## config.mk

```make
export PLATFORM = sky130hd
export DESIGN_NAME = bbd_frame_ctrl
export DESIGN_NICKNAME = d
export VERILOG_FILES = /design/src/rtl/bayer_bilinear_demosaic_unit_macros.svh /design/src/rtl/bbd_pkg.sv /design/src/rtl/bbd_frame_ctrl.sv
export SDC_FILE = /design/constraint.sdc
export NUM_CORES = 1
export LEC_CHECK = 0
export BUFFER_PORTS_ARGS = -buffer_cell sky130_fd_sc_hd__buf_2
export CAP_MARGIN = 40
export CORE_UTILIZATION = 61
export CTS_BUF_LIST = sky130_fd_sc_hd__clkbuf_4
export DETAILED_ROUTE_END_ITERATION = 16
export PLACE_DENSITY = 0.83
export SETUP_SLACK_MARGIN = 0.02
export SYNTH_ARGS = -nofsm -noshare
export SYNTH_HDL_FRONTEND = slang
export SYNTH_SLANG_ARGS = --single-unit
```

## constraint.sdc

```tcl
create_clock -name clk -period 7.2 [get_ports clk]
set_input_delay 1.8 -clock clk [delete_from_list [all_inputs] [get_ports clk]]
set_output_delay 1.8 -clock clk [all_outputs]
set_load 0.005 [all_outputs]
```

## src/rtl/bayer_bilinear_demosaic_unit_macros.svh

```systemverilog
// Assertion macros for the Bayer demosaic unit.
// Each macro expects signals named clk and arst_n in the scope where it is used.
`ifndef BAYER_BILINEAR_DEMOSAIC_UNIT_MACROS_SVH
`define BAYER_BILINEAR_DEMOSAIC_UNIT_MACROS_SVH

// A condition that holds at every clock edge outside reset.
`define BBD_ASSERT_ALWAYS(label, expr, msg) \
	label: assert property (@(posedge clk) disable iff (!arst_n) (expr)) else $error(msg);

// The consequent holds in the same cycle as the antecedent.
`define BBD_ASSERT_IMPLIES(label, ante, cons, msg) \
	label: assert property (@(posedge clk) disable iff (!arst_n) (ante) |-> (cons)) else $error(msg);

// The consequent holds in the cycle after the antecedent.
`define BBD_ASSERT_NEXT(label, ante, cons, msg) \
	label: assert property (@(posedge clk) disable iff (!arst_n) (ante) |=> (cons)) else $error(msg);

`endif

```

## src/rtl/bbd_pkg.sv

```systemverilog
// Shared types and constants of the Bayer demosaic unit.
// Used by the top level, bbd_frame_ctrl, bbd_rgb_interp and the testbench; depends on nothing.
package bbd_pkg;

	typedef enum logic [1:0] {
		REG_BAYER_PHASE  = 2'd0,
		REG_IMAGE_WIDTH  = 2'd1,
		REG_IMAGE_HEIGHT = 2'd2,
		REG_ROW_PADDING  = 2'd3
	} reg_idx_t;

	typedef enum logic [1:0] {
		RES_MAIN        = 2'd0,
		RES_RIGHT       = 2'd1,
		RES_LOWER       = 2'd2,
		RES_LOWER_RIGHT = 2'd3
	} res_kind_t;

	localparam logic [1:0]  PHASE_RESET   = 2'd0;
	localparam logic [12:0] WIDTH_RESET   = 13'd640;
	localparam logic [15:0] HEIGHT_RESET  = 16'd480;
	localparam logic [11:0] PADDING_RESET = 12'd0;

	localparam logic [14:0] LUMA_R     = 15'd9798;
	localparam logic [14:0] LUMA_G     = 15'd19234;
	localparam logic [14:0] LUMA_B     = 15'd3736;
	localparam logic [22:0] LUMA_ROUND = 23'd16384;

	typedef logic [2:0][2:0][7:0] win_t;

	typedef struct packed {
		logic [1:0]  bayer_phase;
		logic [12:0] image_width;
		logic [15:0] image_height;
		logic [11:0] row_padding;
	} cfg_t;

	typedef struct packed {
		logic emit;
		logic last_col;
		logic last_row;
		logic top_mir;
		logic left_mir;
		logic y0;
		logic x0;
	} pix_ctrl_t;

	typedef struct packed {
		res_kind_t kind;
		logic      top_mir;
		logic      left_mir;
		logic      y0;
		logic      x0;
		logic      run_last;
	} res_issue_t;

endpackage

```

## src/rtl/bbd_frame_ctrl.sv

```systemverilog
// Column, row and padding counters that classify each raw byte.
// Depends on bbd_pkg for the register and control types.
module bbd_frame_ctrl #(
	parameter int MAX_WIDTH = 4096
) (
	input  logic                         clk,
	input  logic                         arst_n,
	input  logic                         accept,
	input  bbd_pkg::cfg_t                cfg,
	output logic                         is_pixel,
	output logic [$clog2(MAX_WIDTH)-1:0] col_addr,
	output bbd_pkg::pix_ctrl_t           ctrl
);

	localparam int AW = $clog2(MAX_WIDTH);
	localparam int CW = $clog2(MAX_WIDTH + 1);
	localparam int WW = (CW > 13) ? CW : 13;

	logic [CW-1:0] col_q;
	logic [15:0]   row_q;
	logic [11:0]   pad_q;

	logic [WW-1:0] width_ext;
	logic [CW-1:0] width_eff;
	logic [15:0]   height_eff;
	logic [CW-1:0] col_inc;
	logic [12:0]   pad_inc;
	logic [16:0]   row_inc;
	logic [15:0]   row_next;
	logic          row_done;

	always_comb begin
		width_ext = WW'(cfg.image_width);
		if (width_ext < WW'(2)) begin
			width_eff = CW'(2);
		end else if (width_ext > WW'(MAX_WIDTH)) begin
			width_eff = CW'(MAX_WIDTH);
		end else begin
			width_eff = width_ext[CW-1:0];
		end
		height_eff = (cfg.image_height < 16'd2) ? 16'd2 : cfg.image_height;
	end

	assign is_pixel = col_q < width_eff;
	assign col_addr = col_q[AW-1:0];
	assign col_inc  = col_q + CW'(1);
	assign pad_inc  = {1'b0, pad_q} + 13'd1;
	assign row_inc  = {1'b0, row_q} + 17'd1;
	assign row_next = (row_inc >= {1'b0, height_eff}) ? 16'd0 : row_inc[15:0];

	always_comb begin
		if (is_pixel) begin
			row_done = (col_inc == width_eff) && (cfg.row_padding == 12'd0);
		end else begin
			row_done = pad_inc >= {1'b0, cfg.row_padding};
		end
	end

	always_comb begin
		ctrl.emit     = (row_q != 16'd0) && (col_q != CW'(0));
		ctrl.last_col = col_q == (width_eff - CW'(1));
		ctrl.last_row = row_q == (height_eff - 16'd1);
		ctrl.top_mir  = row_q == 16'd1;
		ctrl.left_mir = col_q == CW'(1);
		ctrl.y0       = row_q[0];
		ctrl.x0       = col_q[0];
	end

	always_ff @(posedge clk or negedge arst_n) begin
		if (!arst_n) begin
			col_q <= '0;
			row_q <= '0;
			pad_q <= '0;
		end else if (accept) begin
			if (row_done) begin
				col_q <= '0;
				pad_q <= '0;
				row_q <= row_next;
			end else if (is_pixel) begin
				col_q <= col_inc;
			end else begin
				pad_q <= pad_inc[11:0];
			end
		end
	end

endmodule

```

==> summary.json <==
{
  "yosys": {
    "synth-edff-count": 0,
    "synth_nets": 741,
    "post-synth-top-area-fraction_pct": 19.9,
    "postSynthCellCount": 644,
    "yosys_register_bits": 41,
    "post_synth_main_area_contributors": "dfrtp_1, ha_1, xnor2_1",
    "netlist.top_cell.by_area": "dfrtp_1",
    "yosys_warnings": 0,
    "ys_seq_area_share_pct": 19.9,
    "yosys.area_share.simple_pct": 26.0,
    "netlist-cell-type-count": 67,
    "synth.avg_cell_area_sq_um": 8.01,
    "synth-compound-area-share_pct": 19.3,
    "synth_adder_area_share_pct": 12.4,
    "dominant_combinational_cell_family_by_area_after_synthesis": "simple AND/OR/NAND/NOR gates",
    "synthesized_cell_area_sq_mm": 0.00516,
    "synth_top_flop_cell": "dfrtp_1",
    "yosys-mux-area-fraction_pct": 4.07,
    "ys_async_sr_fraction_pct": 100,
    "synth_xor_area_share_pct": 10.3
  },
  "cells_and_area": {
    "final_cell_count_no_fill": 790,
    "final_layout_size_suffix_gt1_share_pct": 17.7,
    "n_antenna_cell": 0,
    "num-nets-final": 781,
    "flow.area_growth_from_synthesis_pct": 8.10,
    "layout.cells.most_common": "buf_2",
    "layout.cells.most_common_list": "buf_2, ha_1, inv_1"
  },
  "critical_path": {
    "reg2reg_path_depth": 14,
    "worst-r2r-setup-slack_ns": 2.93,
    "critical_path.max_fanout": 4,
    "worstSetupEndpointType": "output port",
    "timing_worst_setup_path_type": "in2out",
    "worst_setup_sp": "cfg[20]",
    "arr_time_crit_path_ns": 5.11,
    "cp.required_ns": 5.40,
    "crit-reg2reg-launch": "row_q[0]",
    "nature_of_the_critical_path_startpoint": "input pin",
    "reg2reg_to": "row_q[2]"
  },
  "global_routing": {
    "grt_max_degree": 39,
    "grt_first_pass_wirelength_um": 21800,
    "grt_pass1_vias": 4661,
    "globalRouteTotalUtil_pct": 31.1,
    "overflow": 0,
    "number_of_antenna_violations_at_the_first_check_in_global_routing": 0
  },
  "pwr": {
    "power-per-cell-area_mw_per_mm2": 223,
    "irDropWorstVdd_mv": 0.220,
    "leakage_nw": 2.66,
    "p_sw_uw": 581,
    "power_frac_comb_pct": 54.9,
    "internal_dissipation_uw": 661,
    "share_seq_of_total_power_pct": 32.5,
    "sw_frac_of_total_pct": 46.8,
    "clock_power_share_pct": 12.6
  },
  "place": {
    "port-buffer-count": 63,
    "dp_cells": 782,
    "dp_hpwl_um": 10500,
    "gp_congestion": 0.917
  },
  "timing": {
    "slew_viol_final": 0,
    "clock-skew-final_ns": 0.00558,
    "worstMarginPinSlew_ns": 0.857,
    "grt_setup_unrepaired": "false",
    "final.period_utilization_pct": 96.0,
    "achievable-frequency_mhz": 145,
    "period_minus_slack_ns": 6.91,
    "final_count_of_hold_timing_violations": 0,
    "setup_tns_ns": 0,
    "timing.slew.headroom_pct": 42.9,
    "finalSetupViolations": 0
  },
  "route": {
    "final_antenna_net_count": 0,
    "drt-vias-per-instance": 6.22,
    "detailroute.via_count": 4916,
    "drt_pre_antenna_iters": 5,
    "remaining_drc_errors": 0,
    "postRouteWirelength_um": 13100,
    "detail_route.wl_per_cell_um": 16.6,
    "drt_iter0_markers": 326
  },
  "floorplanning": {
    "i_o_pins": 66,
    "die_y_um": 94.0,
    "placementRows": 33,
    "core_area_sq_mm": 0.00822,
    "floorplan.initialDensity_pct": 62.8,
    "fp.dieArea_sq_mm": 0.00883,
    "horiz_die_dim_um": 94.0
  },
  "clock_tree": {
    "postCtsSetupRepairBufs": 0,
    "cts_tree": "yes",
    "clock_sinks": 41,
    "cts_hold_buffers": 0,
    "numCtsBuffers": 5,
    "insertion_delay_ns": 0.35,
    "clkSlewWorstSetupHoldPaths_ns": 0.13,
    "max-clock-path-buffers": 2,
    "cts-root-buf": "clkbuf_4",
    "h-tree-depth": 2
  },
  "hold_path": {
    "hold_path.startpoint": "pad_q[11]",
    "min_to": "pad_q[11]",
    "worstHoldPathType": "reg2reg",
    "hold_critical_path_depth": 1
  },
  "run": {
    "max_cap_viol_count": 0
  },
  "run_status": {
    "run_status": "complete, no violations"
  }
}
-- flip-flops by register name, summed over array words and instances (netlist names) --
| signal | flops |
|---|---|
| row_q | 16 |
| col_q | 13 |
| pad_q | 12 |
-- critical path, cell delays in order --
cell and delay [ns]:
buf_2 0.10, or3_1 0.40, nor4_2 0.27, buf_4 0.15, inv_1 0.06, o21ai_2 0.16, ha_2 0.22, or4b_4 0.49
nor2_2 0.12, buf_4 0.12, mux2_2 0.32, o21ai_1 0.17, o211ai_1 0.13, nor3_2 0.24, o2111a_1 0.24, buf_2 0.12
-- per-layer routing --
metal  vias up  routed length, um  track usage (%)
met3        16                759             4.37
met2       164               6100             50.5
met4         0                178             7.82
met5         -                  0                0
met1      2330               6050             43.1
li1       2406                  -                -
-- metrics by stage --
stage	utilization [%]	instance area [sq um]	hold WS [ns]	setup slack (ns)	power, mW
after global routing	67.9	5580	0.570	0.0829	1.35
after global placement	66.3	5450	0.483	-0.0161	1.04
after floorplan	-	5160	0.466	0.539	0.901
after detailed placement	66.6	5470	0.488	-0.0770	1.08
after CTS	67.7	5560	0.525	0.0438	1.24
final	67.9	5580	0.520	0.291	1.24
-- synth_stat cells (all sizes together), types with 3 or more instances --
cell / instances
ha: 51
inv: 49
nand2: 44
nor2: 43
dfrtp: 41
xnor2: 37
o21ai: 30
a21oi: 28
nand3: 27
buf: 23
xor2: 21
nor3: 20
clkbuf: 18
nand4: 17
a21o: 14
nor4: 14
a22o: 13
nand2b: 13
nor2b: 13
mux2: 12
or3: 12
and3: 9
o211ai: 8
a211oi: 6
and2: 6
mux2i: 6
o31ai: 6
or2: 6
a31oi: 5
and4: 5
or4: 5
a22oi: 3
a31o: 3
nand3b: 3
o22ai: 3
o31a: 3
-- kinds of logic (layout without fill, tap and decap cells) --
logic type               after synthesis  count (layout)
XOR/XNOR                              59              59
adder cells (fa/ha/maj)               51              51
buffers and inverters                 90             131
multiplexers                          18              18
AND/OR/NAND/NOR                      245             245
flip-flops                            41              41
AO/OA/AOI/OAI                        140             140
-- how the worst max path moves through the flow --
| stage | depth (start not counted) | endpoint | slack, ns |
|---|---|---|---|
| after floorplan | 12 | ctrl[4] | 0.54 |
| after detailed placement | 15 | ctrl[4] | -0.08 |
| after global routing | 16 | ctrl[4] | 0.08 |
| after global placement | 15 | ctrl[4] | -0.02 |
| after CTS | 15 | ctrl[4] | 0.04 |
| final | 16 | ctrl[4] | 0.29 |
-- power by group through the flow --
stage,clock [mW],combinational [mW],sequential [mW]
after floorplan,0,0.554,0.346
after global placement,0,0.642,0.399
after detailed placement,0,0.675,0.405
after CTS,0.158,0.680,0.400
after global routing,0.168,0.763,0.417
final,0.157,0.682,0.404
-- cell type report --
| cell class | count | area (sq um) |
|---|---|---|
| repair buffers | 74 | 410 |
| clock buffers | 5 | 37.5 |
| inverters | 49 | 184 |
| fillers | 691 | 2640 |
| flip-flops and latches | 41 | 1030 |
| well taps | 105 | 131 |
| clock inverters | 3 | 46.3 |
| multi-input cells | 513 | 3740 |
-- what timing repair did --
item | 4_1_cts | 5_1_grt
setup endpoints to repair | 1 | 1
gates resized for setup | 3 | 6
pin swaps | 0 | 1
Note: power is estimated with default switching activity, not from simulation.
