**src/rtl/bayer_bilinear_demosaic_unit_macros.svh**
```systemverilog
// Assertion macros for the Bayer demosaic unit.
// Each macro expects signals named clk and arst_n in the scope where it is used.
`ifndef BAYER_BILINEAR_DEMOSAIC_UNIT_MACROS_SVH
`define BAYER_BILINEAR_DEMOSAIC_UNIT_MACROS_SVH

// A condition that holds at every clock edge outside reset.
`define BBD_ASSERT_ALWAYS(label, expr, msg) \
	label: assert property (@(posedge clk) disable iff (!arst_n) (expr)) else $error(msg);

// The consequent holds in the same cycle as the antecedent.
`define BBD_ASSERT_IMPLIES(label, ante, cons, msg) \
	label: assert property (@(posedge clk) disable iff (!arst_n) (ante) |-> (cons)) else $error(msg);

// The consequent holds in the cycle after the antecedent.
`define BBD_ASSERT_NEXT(label, ante, cons, msg) \
	label: assert property (@(posedge clk) disable iff (!arst_n) (ante) |=> (cons)) else $error(msg);

`endif

```
**src/rtl/bbd_pkg.sv**
```systemverilog
// Shared types and constants of the Bayer demosaic unit.
// Used by the top level, bbd_frame_ctrl, bbd_rgb_interp and the testbench; depends on nothing.
package bbd_pkg;

	typedef enum logic [1:0] {
		REG_BAYER_PHASE  = 2'd0,
		REG_IMAGE_WIDTH  = 2'd1,
		REG_IMAGE_HEIGHT = 2'd2,
		REG_ROW_PADDING  = 2'd3
	} reg_idx_t;

	typedef enum logic [1:0] {
		RES_MAIN        = 2'd0,
		RES_RIGHT       = 2'd1,
		RES_LOWER       = 2'd2,
		RES_LOWER_RIGHT = 2'd3
	} res_kind_t;

	localparam logic [1:0]  PHASE_RESET   = 2'd0;
	localparam logic [12:0] WIDTH_RESET   = 13'd640;
	localparam logic [15:0] HEIGHT_RESET  = 16'd480;
	localparam logic [11:0] PADDING_RESET = 12'd0;

	localparam logic [14:0] LUMA_R     = 15'd9798;
	localparam logic [14:0] LUMA_G     = 15'd19234;
	localparam logic [14:0] LUMA_B     = 15'd3736;
	localparam logic [22:0] LUMA_ROUND = 23'd16384;

	typedef logic [2:0][2:0][7:0] win_t;

	typedef struct packed {
		logic [1:0]  bayer_phase;
		logic [12:0] image_width;
		logic [15:0] image_height;
		logic [11:0] row_padding;
	} cfg_t;

	typedef struct packed {
		logic emit;
		logic last_col;
		logic last_row;
		logic top_mir;
		logic left_mir;
		logic y0;
		logic x0;
	} pix_ctrl_t;

	typedef struct packed {
		res_kind_t kind;
		logic      top_mir;
		logic      left_mir;
		logic      y0;
		logic      x0;
		logic      run_last;
	} res_issue_t;

endpackage

```
**src/rtl/bbd_stream_ifs.sv**
```systemverilog


interface bbd_pix_if;
	logic       valid;
	logic       ready;
	logic [7:0] red;
	logic [7:0] green;
	logic [7:0] blue;
	logic [7:0] grey;
	logic       row_end;
	logic       frame_end;
	logic       run_last;

	modport source (output valid, red, green, blue, grey, row_end, frame_end, run_last,
		input ready);
	modport sink (input valid, red, green, blue, grey, row_end, frame_end, run_last,
		output ready);
endinterface

```
**src/rtl/bbd_rgb_interp.sv**
```systemverilog
// Bilinear colour interpolation, luma and the output register of the unit.
// Depends on bbd_pkg and the bbd_pix_if stream interface.
module bbd_rgb_interp (
	input  logic                clk,
	input  logic                arst_n,
	input  logic                issue_valid,
	output logic                issue_ready,
	input  bbd_pkg::res_issue_t issue,
	input  bbd_pkg::win_t       win,
	input  logic [1:0]          bayer_phase,
	bbd_pix_if.source           pix
);

	logic [1:0] kind_bits;
	logic       py0;
	logic       px0;
	logic       redrow;
	logic       isgreen;
	logic [1:0] ti, mi, bi, li, ci, ri;
	logic [8:0] h_sum, v_sum;
	logic [9:0] cross_sum, diag_sum;
	logic [7:0] h_avg, v_avg, cross_avg, diag_avg, own;
	logic [7:0] red_n, green_n, blue_n;

	logic       s3_valid_q;
	logic [7:0] red_s3, green_s3, blue_s3;
	logic       row_end_s3, frame_end_s3, run_last_s3;
	logic [22:0] luma_sum;

	logic       out_valid_q;
	logic [7:0] red_q, green_q, blue_q, grey_q;
	logic       row_end_q, frame_end_q, run_last_q;
	logic       en_out;

	always_comb begin
		kind_bits = issue.kind;
		py0 = kind_bits[1] ? issue.y0 : ~issue.y0;
		px0 = kind_bits[0] ? issue.x0 : ~issue.x0;
		redrow  = ~bayer_phase[0] ^ py0;
		isgreen = bayer_phase[1] ^ py0 ^ px0;

		// The lower row mirrors downward and the right column mirrors rightward.
		ti = kind_bits[1] ? 2'd1 : (issue.top_mir ? 2'd2 : 2'd0);
		mi = kind_bits[1] ? 2'd2 : 2'd1;
		bi = kind_bits[1] ? 2'd1 : 2'd2;
		li = kind_bits[0] ? 2'd1 : (issue.left_mir ? 2'd2 : 2'd0);
		ci = kind_bits[0] ? 2'd2 : 2'd1;
		ri = kind_bits[0] ? 2'd1 : 2'd2;

		h_sum = {1'b0, win[mi][li]} + {1'b0, win[mi][ri]} + 9'd1;
		v_sum = {1'b0, win[ti][ci]} + {1'b0, win[bi][ci]} + 9'd1;
		cross_sum = {2'b00, win[ti][ci]} + {2'b00, win[bi][ci]} + {2'b00, win[mi][li]}
			+ {2'b00, win[mi][ri]} + 10'd2;
		diag_sum = {2'b00, win[ti][li]} + {2'b00, win[ti][ri]} + {2'b00, win[bi][li]}
			+ {2'b00, win[bi][ri]} + 10'd2;
		h_avg     = h_sum[8:1];
		v_avg     = v_sum[8:1];
		cross_avg = cross_sum[9:2];
		diag_avg  = diag_sum[9:2];
		own       = win[mi][ci];

		if (isgreen) begin
			green_n = own;
			red_n   = redrow ? h_avg : v_avg;
			blue_n  = redrow ? v_avg : h_avg;
		end else begin
			green_n = cross_avg;
			red_n   = redrow ? own : diag_avg;
			blue_n  = redrow ? diag_avg : own;
		end
	end

	assign en_out      = !out_valid_q || pix.ready;
	assign issue_ready = !s3_valid_q || en_out;

	always_ff @(posedge clk or negedge arst_n) begin
		if (!arst_n) begin
			s3_valid_q <= 1'b0;
		end else if (issue_ready) begin
			s3_valid_q <= issue_valid;
		end
	end

	always_ff @(posedge clk) begin
		if (issue_valid && issue_ready) begin
			red_s3       <= red_n;
			green_s3     <= green_n;
			blue_s3      <= blue_n;
			row_end_s3   <= kind_bits[0];
			frame_end_s3 <= issue.kind == bbd_pkg::RES_LOWER_RIGHT;
			run_last_s3  <= issue.run_last;
		end
	end

	assign luma_sum = 23'(bbd_pkg::LUMA_R * red_s3) + 23'(bbd_pkg::LUMA_G * green_s3)
		+ 23'(bbd_pkg::LUMA_B * blue_s3) + bbd_pkg::LUMA_ROUND;

	always_ff @(posedge clk or negedge arst_n) begin
		if (!arst_n) begin
			out_valid_q <= 1'b0;
		end else if (en_out) begin
			out_valid_q <= s3_valid_q;
		end
	end

	always_ff @(posedge clk) begin
		if (s3_valid_q && en_out) begin
			red_q       <= red_s3;
			green_q     <= green_s3;
			blue_q      <= blue_s3;
			grey_q      <= luma_sum[22:15];
			row_end_q   <= row_end_s3;
			frame_end_q <= frame_end_s3;
			run_last_q  <= run_last_s3;
		end
	end

	assign pix.valid     = out_valid_q;
	assign pix.red       = red_q;
	assign pix.green     = green_q;
	assign pix.blue      = blue_q;
	assign pix.grey      = grey_q;
	assign pix.row_end   = row_end_q;
	assign pix.frame_end = frame_end_q;
	assign pix.run_last  = run_last_q;

endmodule

```
**src/flat_wrapper.sv**
```systemverilog
// flat-port wrapper written by rule: the top's interface ports become plain ports
module bbd_rgb_interp_flat 
  (clk, arst_n, issue_valid, issue_ready, issue, win, bayer_phase, pix_valid, pix_red, pix_green, pix_blue, pix_grey, pix_row_end, pix_frame_end, pix_run_last, pix_ready);
  bbd_pix_if pix_i ();
  input  logic clk;
  input  logic arst_n;
  input  logic issue_valid;
  output logic issue_ready;
  input  bbd_pkg::res_issue_t issue;
  input  bbd_pkg::win_t win;
  input  logic [1:0] bayer_phase;
  output wire logic [$bits(pix_i.valid)-1:0] pix_valid;
  output wire logic [$bits(pix_i.red)-1:0] pix_red;
  output wire logic [$bits(pix_i.green)-1:0] pix_green;
  output wire logic [$bits(pix_i.blue)-1:0] pix_blue;
  output wire logic [$bits(pix_i.grey)-1:0] pix_grey;
  output wire logic [$bits(pix_i.row_end)-1:0] pix_row_end;
  output wire logic [$bits(pix_i.frame_end)-1:0] pix_frame_end;
  output wire logic [$bits(pix_i.run_last)-1:0] pix_run_last;
  input wire logic [$bits(pix_i.ready)-1:0] pix_ready;
  assign pix_valid = pix_i.valid;
  assign pix_red = pix_i.red;
  assign pix_green = pix_i.green;
  assign pix_blue = pix_i.blue;
  assign pix_grey = pix_i.grey;
  assign pix_row_end = pix_i.row_end;
  assign pix_frame_end = pix_i.frame_end;
  assign pix_run_last = pix_i.run_last;
  assign pix_i.ready = pix_ready;
  bbd_rgb_interp u_core (.clk(clk), .arst_n(arst_n), .issue_valid(issue_valid), .issue_ready(issue_ready), .issue(issue), .win(win), .bayer_phase(bayer_phase), .pix(pix_i));
endmodule
```
**config.mk**
```make
export PLATFORM = sky130hd
export DESIGN_NAME = bbd_rgb_interp_flat
export DESIGN_NICKNAME = d
export VERILOG_FILES = /design/src/rtl/bayer_bilinear_demosaic_unit_macros.svh /design/src/rtl/bbd_pkg.sv /design/src/rtl/bbd_stream_ifs.sv /design/src/rtl/bbd_rgb_interp.sv /design/src/flat_wrapper.sv
export SDC_FILE = /design/constraint.sdc
export NUM_CORES = 1
export LEC_CHECK = 0
export ABC_AREA = 1
export BUFFER_PORTS_ARGS = -buffer_cell sky130_fd_sc_hd__buf_4
export CAP_MARGIN = 5
export CORE_MARGIN = 2
export CORE_UTILIZATION = 55
export DETAILED_ROUTE_END_ITERATION = 8
export PLACE_DENSITY = 0.83
export SLEW_MARGIN = 20
export SYNTH_ARGS = -nofsm -noshare
export SYNTH_HDL_FRONTEND = slang
export SYNTH_SLANG_ARGS = --single-unit
```
**constraint.sdc**
```tcl
create_clock -name clk -period 5.76 [get_ports clk]
set_input_delay 1.728 -clock clk [delete_from_list [all_inputs] [get_ports clk]]
set_output_delay 1.728 -clock clk [all_outputs]
set_load 0.02 [all_outputs]
```
==> impl_metrics.py, run 1 <==
metrics = {
    "routing": {
        "vias": 12402,
        "ant_nets": 0,
        "vias_per_cell": 5.64,
        "firstDrtPassIters": 5,
        "drc_errors": 0,
        "wire_per_inst_um": 16.9,
        "drt_iter0_drc": 850,
        "finalWirelength_um": 37200,
    },
    "global_route": {
        "grt-ovfl-total": 0,
        "grt_pass1_wl_um": 56800,
        "antenna_found_initial": 0,
        "track_usage": 0.289,
        "first_global_vias": 12096,
        "grt_max_degree": 41,
    },
    "cts": {
        "root_buffer": "clkbuf_16",
        "clockBufferDepth": 2,
        "cts_buffers": 9,
        "cts_tree": "built",
        "h-tree-depth": 3,
        "insertion_delay_ps": 350,
        "clock-sinks": 64,
        "clk_pin_slew_ps": 70,
    },
    "critical_path": {
        "crit_fanout": 5,
        "crit_arrival_ps": 5840,
        "cp-start-kind": "flop",
        "endpoint_kind": "flop",
        "crit_type": "flop to flop",
        "worst_ep_required_time_ps": 5870,
        "r2r_slack_ps": 40,
    },
    "sta": {
        "setup_ws_ps": 38.4,
        "hold_ws_ps": 423,
        "finalHoldViolations": 0,
        "worst_pin_slew_ps": 991,
        "max-slew-margin-rel": 0.335,
        "drv_slew": 0,
        "finClkSkew_ps": 15.8,
        "fin_crit_sh": 0.993,
        "min_period_ps": 5720,
        "fin_setup_tns_ps": 0,
        "fmax_mhz": 175,
        "setup_violations": 0,
        "rsz0062_at_grt": "yes",
    },
    "yosys": {
        "synth_nets": 2091,
        "synth_area_per_cell_um2": 7.48,
        "ys_seq_area_frac": 0.150,
        "ys_types": 50,
        "yosys.area.top_type": "ha_1",
        "ys_seq_elements": 64,
        "synth_warnings": 0,
        "syn_inst": 1700,
        "synth_ff_type": "edfxtp_1",
        "ys_top_cells_by_area": "ha_1 23%, edfxtp_1 15%, fa_1 12%",
        "async_flop_share": 0.0313,
        "synth_edf_count": 62,
        "synthesis.area_um2": 12700,
        "synth_top_area_share": 0.225,
    },
    "run_status": {
        "status": "finished clean",
    },
    "floorplan": {
        "fp.dieW_um": 156,
        "die_y_um": 156,
        "ios": 122,
        "start_util": 0.562,
        "dieArea_um2": 24400,
        "fp.coreArea_um2": 22600,
        "num_rows": 55,
    },
    "layout": {
        "layout_common_cells": "364 x nand2_1, 302 x inv_1, 233 x buf_4",
        "final_nets": 2301,
        "final_common_cell": "nand2_1",
        "layout.cells.non_filler": 2200,
        "syn_to_final_growth_pct": 23.8,
        "drive_gt1_frac": 0.207,
        "diodes": 0,
    },
    "min_path": {
        "min_path_type": "flop to flop",
    },
    "run": {
        "drv_cap": 0,
    },
    "placement": {
        "gp_congestion": 0.957,
        "dp_hpwl_um": 29500,
        "dp_cells": 2159,
        "portBuffers": 121,
        "pre_cts_slack_ps": -235,
    },
}
==> cell usage after synthesis (4+ instances only) <==
cell type  count
nor3_1        15
o21ai_0       87
nand2_2        6
nand4_1       14
a311oi_1       8
a211oi_1       4
o22ai_1        5
nor2_1        98
o21a_1         5
o21ai_1       13
buf_6          9
o31ai_1        6
nand2_1      372
buf_4          4
a21o_1         9
inv_1        317
o211ai_1      12
fa_1          77
xor2_1        47
nand3_1       68
a21oi_1       99
o21ai_2       11
o21bai_1      20
xnor2_1       24
clkbuf_1       7
a41oi_1        7
edfxtp_1      62
ha_1         229
buf_2         16
a221oi_1      10
==> state kept, by name, indices dropped and copies added (netlist names) <==
signal,count
u_core.frame_end_s3,1
u_core.pix.run_last,1
u_core.s3_valid_q,1
u_core.pix.grey,8
u_core.pix.green,8
u_core.red_s3,8
u_core.row_end_s3,1
u_core.blue_s3,8
u_core.run_last_s3,1
u_core.pix.red,8
u_core.pix.valid,1
u_core.pix.row_end,1
u_core.green_s3,8
u_core.pix.frame_end,1
u_core.pix.blue,8
==> critical path: stages (launching register included) <==
cell      delay, ps
edfxtp_1        470
inv_1            80
ha_1            350
inv_1            90
fa_1            410
fa_1            500
ha_1            370
inv_1           110
o21ai_1         100
a21oi_1         150
o21ai_1         140
buf_4           160
nand3_1          60
nand4_1         120
xor2_2          250
inv_1           130
fa_1            580
ha_4            220
ha_4            270
nand2_2          70
inv_2            70
nand3_2          70
nor3_2          210
nand4_1         170
nand3_1         140
nand2_1          80
nand3_1          70
nand2_1          60
==> kinds of logic (layout without fill, tap and decap cells) <==
logic type                 after synthesis  count (layout)  synth area share
AOI/OAI and AO/OA                      307             307             0.146
xor gates and xnor gates                71              71            0.0489
adders and majority gates              306             306             0.346
buffers and inverters                  360             575             0.116
DFF                                     64              64             0.150
muxes                                    1               1          0.000787
and+or+nand+nor                        591             591             0.192
==> metrics by stage <==
step / instance area [um2] / util
2_1_floorplan: 12700 / -
3_3_place_gp: 14500 / 0.638
3_5_place_dp: 14500 / 0.638
4_1_cts: 15000 / 0.660
5_1_grt: 15800 / 0.696
6_report: 15800 / 0.696
==> timing repair <==
item | in CTS | in global routing
buffers inserted | 9 | 16
endpoints found under the hold margin | 0 | 0
setup endpoints to repair | 4 | 18
hold buffers | 0 | 0
pin swaps | 12 | 74
gates resized for setup | 21 | 127
==> cell type report <==
class | instances | area [um2]
multi-input cells | 1276 | 10100
fillers | 1722 | 6890
flip-flops and latches | 64 | 1910
repair buffers | 239 | 1840
inverters | 320 | 1200
well taps | 285 | 357
clock buffers | 10 | 229
clock inverters | 6 | 70.1
==> final timing paths <==
kind	cells past startpoint	start	end
worst max-delay path	27	u_core.red_s3[6]	u_core.pix.grey[7]
worst min-delay path	0	u_core.run_last_s3	u_core.pix.run_last
worst max register to register	27	u_core.red_s3[6]	u_core.pix.grey[7]
worst min register to register	0	u_core.run_last_s3	u_core.pix.run_last
max in group asynchronous	1	arst_n	u_core.s3_valid_q
min in group asynchronous	1	arst_n	u_core.pix.valid
==> metal layers <==
layer / vias up / share of wire / GRT usage
li1: 6004 / - / -
met5: - / 0 / 0
met4: 0 / 0.047 / 0.128
met2: 519 / 0.50 / 0.528
met1: 5753 / 0.40 / 0.345
met3: 126 / 0.055 / 0.0281
Power of run 1 is left out: the tool's default activity adds up to more than one toggle a clock period on the data nets, which glitch-free logic cannot reach.
==> inputs of run 2 (changes only) <==
Settings changed: CORE_MARGIN 2 to 1, CORE_UTILIZATION 55 to 30, PLACE_DENSITY 0.83 to 0.53, SLEW_MARGIN 20 to unset.
==> run 2 against run 1 <==
Routed wire length up 2.2%. Critical path depth is the same. Register-to-register slack better by 140 ps. Via count is 3.8% lower. Cell count increased by 14%. Clock skew shrank 6.2 ps. Worst hold slack worse by 3.4 ps. Final area rose by 3.0%. Core utilization is 31 points lower. Non-clock buffer count is 51 higher.
==> impl_metrics.py, run 2 (synthesized netlist as in run 1, its figures left out) <==
metrics = {
    "run_status": {
        "status": "finished clean",
    },
    "critical_path": {
        "path_delay_family": "adder cells",
        "cp_slowest_stage_delay_ps": 580,
        "r2r_slack_ps": 180,
        "worst_ep_required_time_ps": 5880,
        "cp-start-kind": "flop",
        "crit_type": "flop to flop",
        "endpoint_kind": "flop",
        "worst_path_max_delay_cell": "fa_1",
        "crit_fanout": 4,
        "crit_arrival_ps": 5700,
        "critPathBufInv": 6,
    },
    "sta": {
        "min_period_ps": 5580,
        "finalHoldViolations": 0,
        "fmax_mhz": 179,
        "fin_crit_sh": 0.969,
        "finClkSkew_ps": 9.63,
        "setup_violations": 0,
        "max-slew-margin-rel": 0.318,
        "drv_slew": 0,
        "fin_setup_tns_ps": 0,
        "worst_pin_slew_ps": 1020,
    },
    "global_route": {
        "track_usage": 0.176,
        "grt-ovfl-total": 0,
        "antenna_found_initial": 0,
        "use_met1": 0.213,
        "grt_max_degree": 41,
        "use_met3": 0.0142,
        "grt_util_met2": 0.322,
        "grt_pass1_wl_um": 60400,
        "gr-max-usage-layer": "met2",
        "first_global_vias": 12032,
    },
    "layout": {
        "syn_to_final_growth_pct": 27.5,
        "final_nets": 2352,
        "drive_gt1_frac": 0.217,
        "layout_common_cells": "365 x nand2_1, 306 x inv_1, 286 x buf_4",
        "diodes": 0,
        "final_common_cell": "nand2_1",
        "final_util": 0.388,
    },
    "cts": {
        "root_buffer": "clkbuf_16",
        "insertion_delay_ps": 360,
        "clockBufferDepth": 2,
        "h-tree-depth": 3,
        "cts_buffers": 9,
        "clk_pin_slew_ps": 60,
        "cts_hold_buf": 0,
        "cts_tree": "built",
        "clock-sinks": 64,
    },
    "floorplan": {
        "ios": 122,
        "die_y_um": 208,
        "fp.dieW_um": 208,
        "num_rows": 75,
        "start_util": 0.304,
        "dieArea_um2": 43200,
        "fp.coreArea_um2": 41900,
    },
    "routing": {
        "finalWirelength_um": 38000,
        "vias_per_cell": 4.76,
        "drt_iter0_drc": 646,
        "firstDrtPassIters": 5,
        "ant_nets": 0,
        "wire_per_inst_um": 15.2,
        "drc_errors": 0,
        "vias": 11930,
    },
    "run": {
        "drv_cap": 0,
    },
    "placement": {
        "dp_hpwl_um": 33000,
        "portBuffers": 121,
        "gp_congestion": 0.926,
    },
    "min_path": {
        "min_path_type": "flop to flop",
    },
}
-- run 2: cell types whose count changed in the layout (fill, tap and decap cells not counted), moves of 5 or more --
cell and change:
buf_4 +53, ha_1 +8, ha_4 -8, o21ai_0 +5, o21ai_1 -5
-- run 2: final cells by class --
cell class / count / area [um2]
Clock buffer: 10 / 229
Clock inverter: 6 / 83.8
Fill cell: 4312 / 25600
Inverter: 320 / 1200
Multi-Input combinational cell: 1276 / 9910
Sequential cell: 64 / 1910
Tap cell: 539 / 674
Timing Repair Buffer: 290 / 2210
-- run 2: per-layer routing --
metal / wire, um / vias up
met5: 0 / -
met4: 1150 / 0
met3: 1190 / 54
met2: 19300 / 261
met1: 16400 / 5503
li1: - / 6112
-- run 2: final timing paths --
path                       cells past startpoint               from            endpoint
setup / recovery                              27  u_core.blue_s3[3]  u_core.pix.grey[7]
hold / removal                                 0  u_core.row_end_s3  u_core.pix.row_end
setup reg to reg                              27  u_core.blue_s3[3]  u_core.pix.grey[7]
hold reg to reg                                0  u_core.row_end_s3  u_core.pix.row_end
max in group asynchronous                      1             arst_n   u_core.s3_valid_q
min in group asynchronous                      1             arst_n    u_core.pix.valid
-- run 2: worst reg2reg max path, cell delays in order, from the launching register on --
cell and delay [ps]:
edfxtp_1 380, inv_2 70, fa_1 570, inv_2 60, ha_4 210, fa_1 530, inv_1 60, fa_1 520
inv_1 60, ha_4 290, nand2_2 70, nor3_2 180, nand3_1 110, o2111ai_2 80, xor2_1 110, buf_4 150
fa_1 580, ha_4 220, ha_4 270, nand2_2 60, inv_2 60, nand3_2 80, nor3_2 140, nand4_1 170
nand4_1 160, nand2_1 60, nand2_1 60, nand2_1 40
-- run 2: what timing repair did --
action                     in CTS  in global routing
pin swaps                       8                 60
setup endpoints to repair       5                 19
resized for setup              19                 85
buffers inserted                5                 11
-- run 2: through the flow --
step	worst slack, ps	hold slack (ps)	cell area, um2	instances
3_5_place_dp	-198	406	15200	2473
5_1_grt	-76.7	437	16200	2505
4_1_cts	0.288	421	15700	2494
6_report	179	420	16200	2505
3_3_place_gp	-138	403	15200	2473
2_1_floorplan	117	400	12700	1700
Power of run 2 is left out for the same reason.
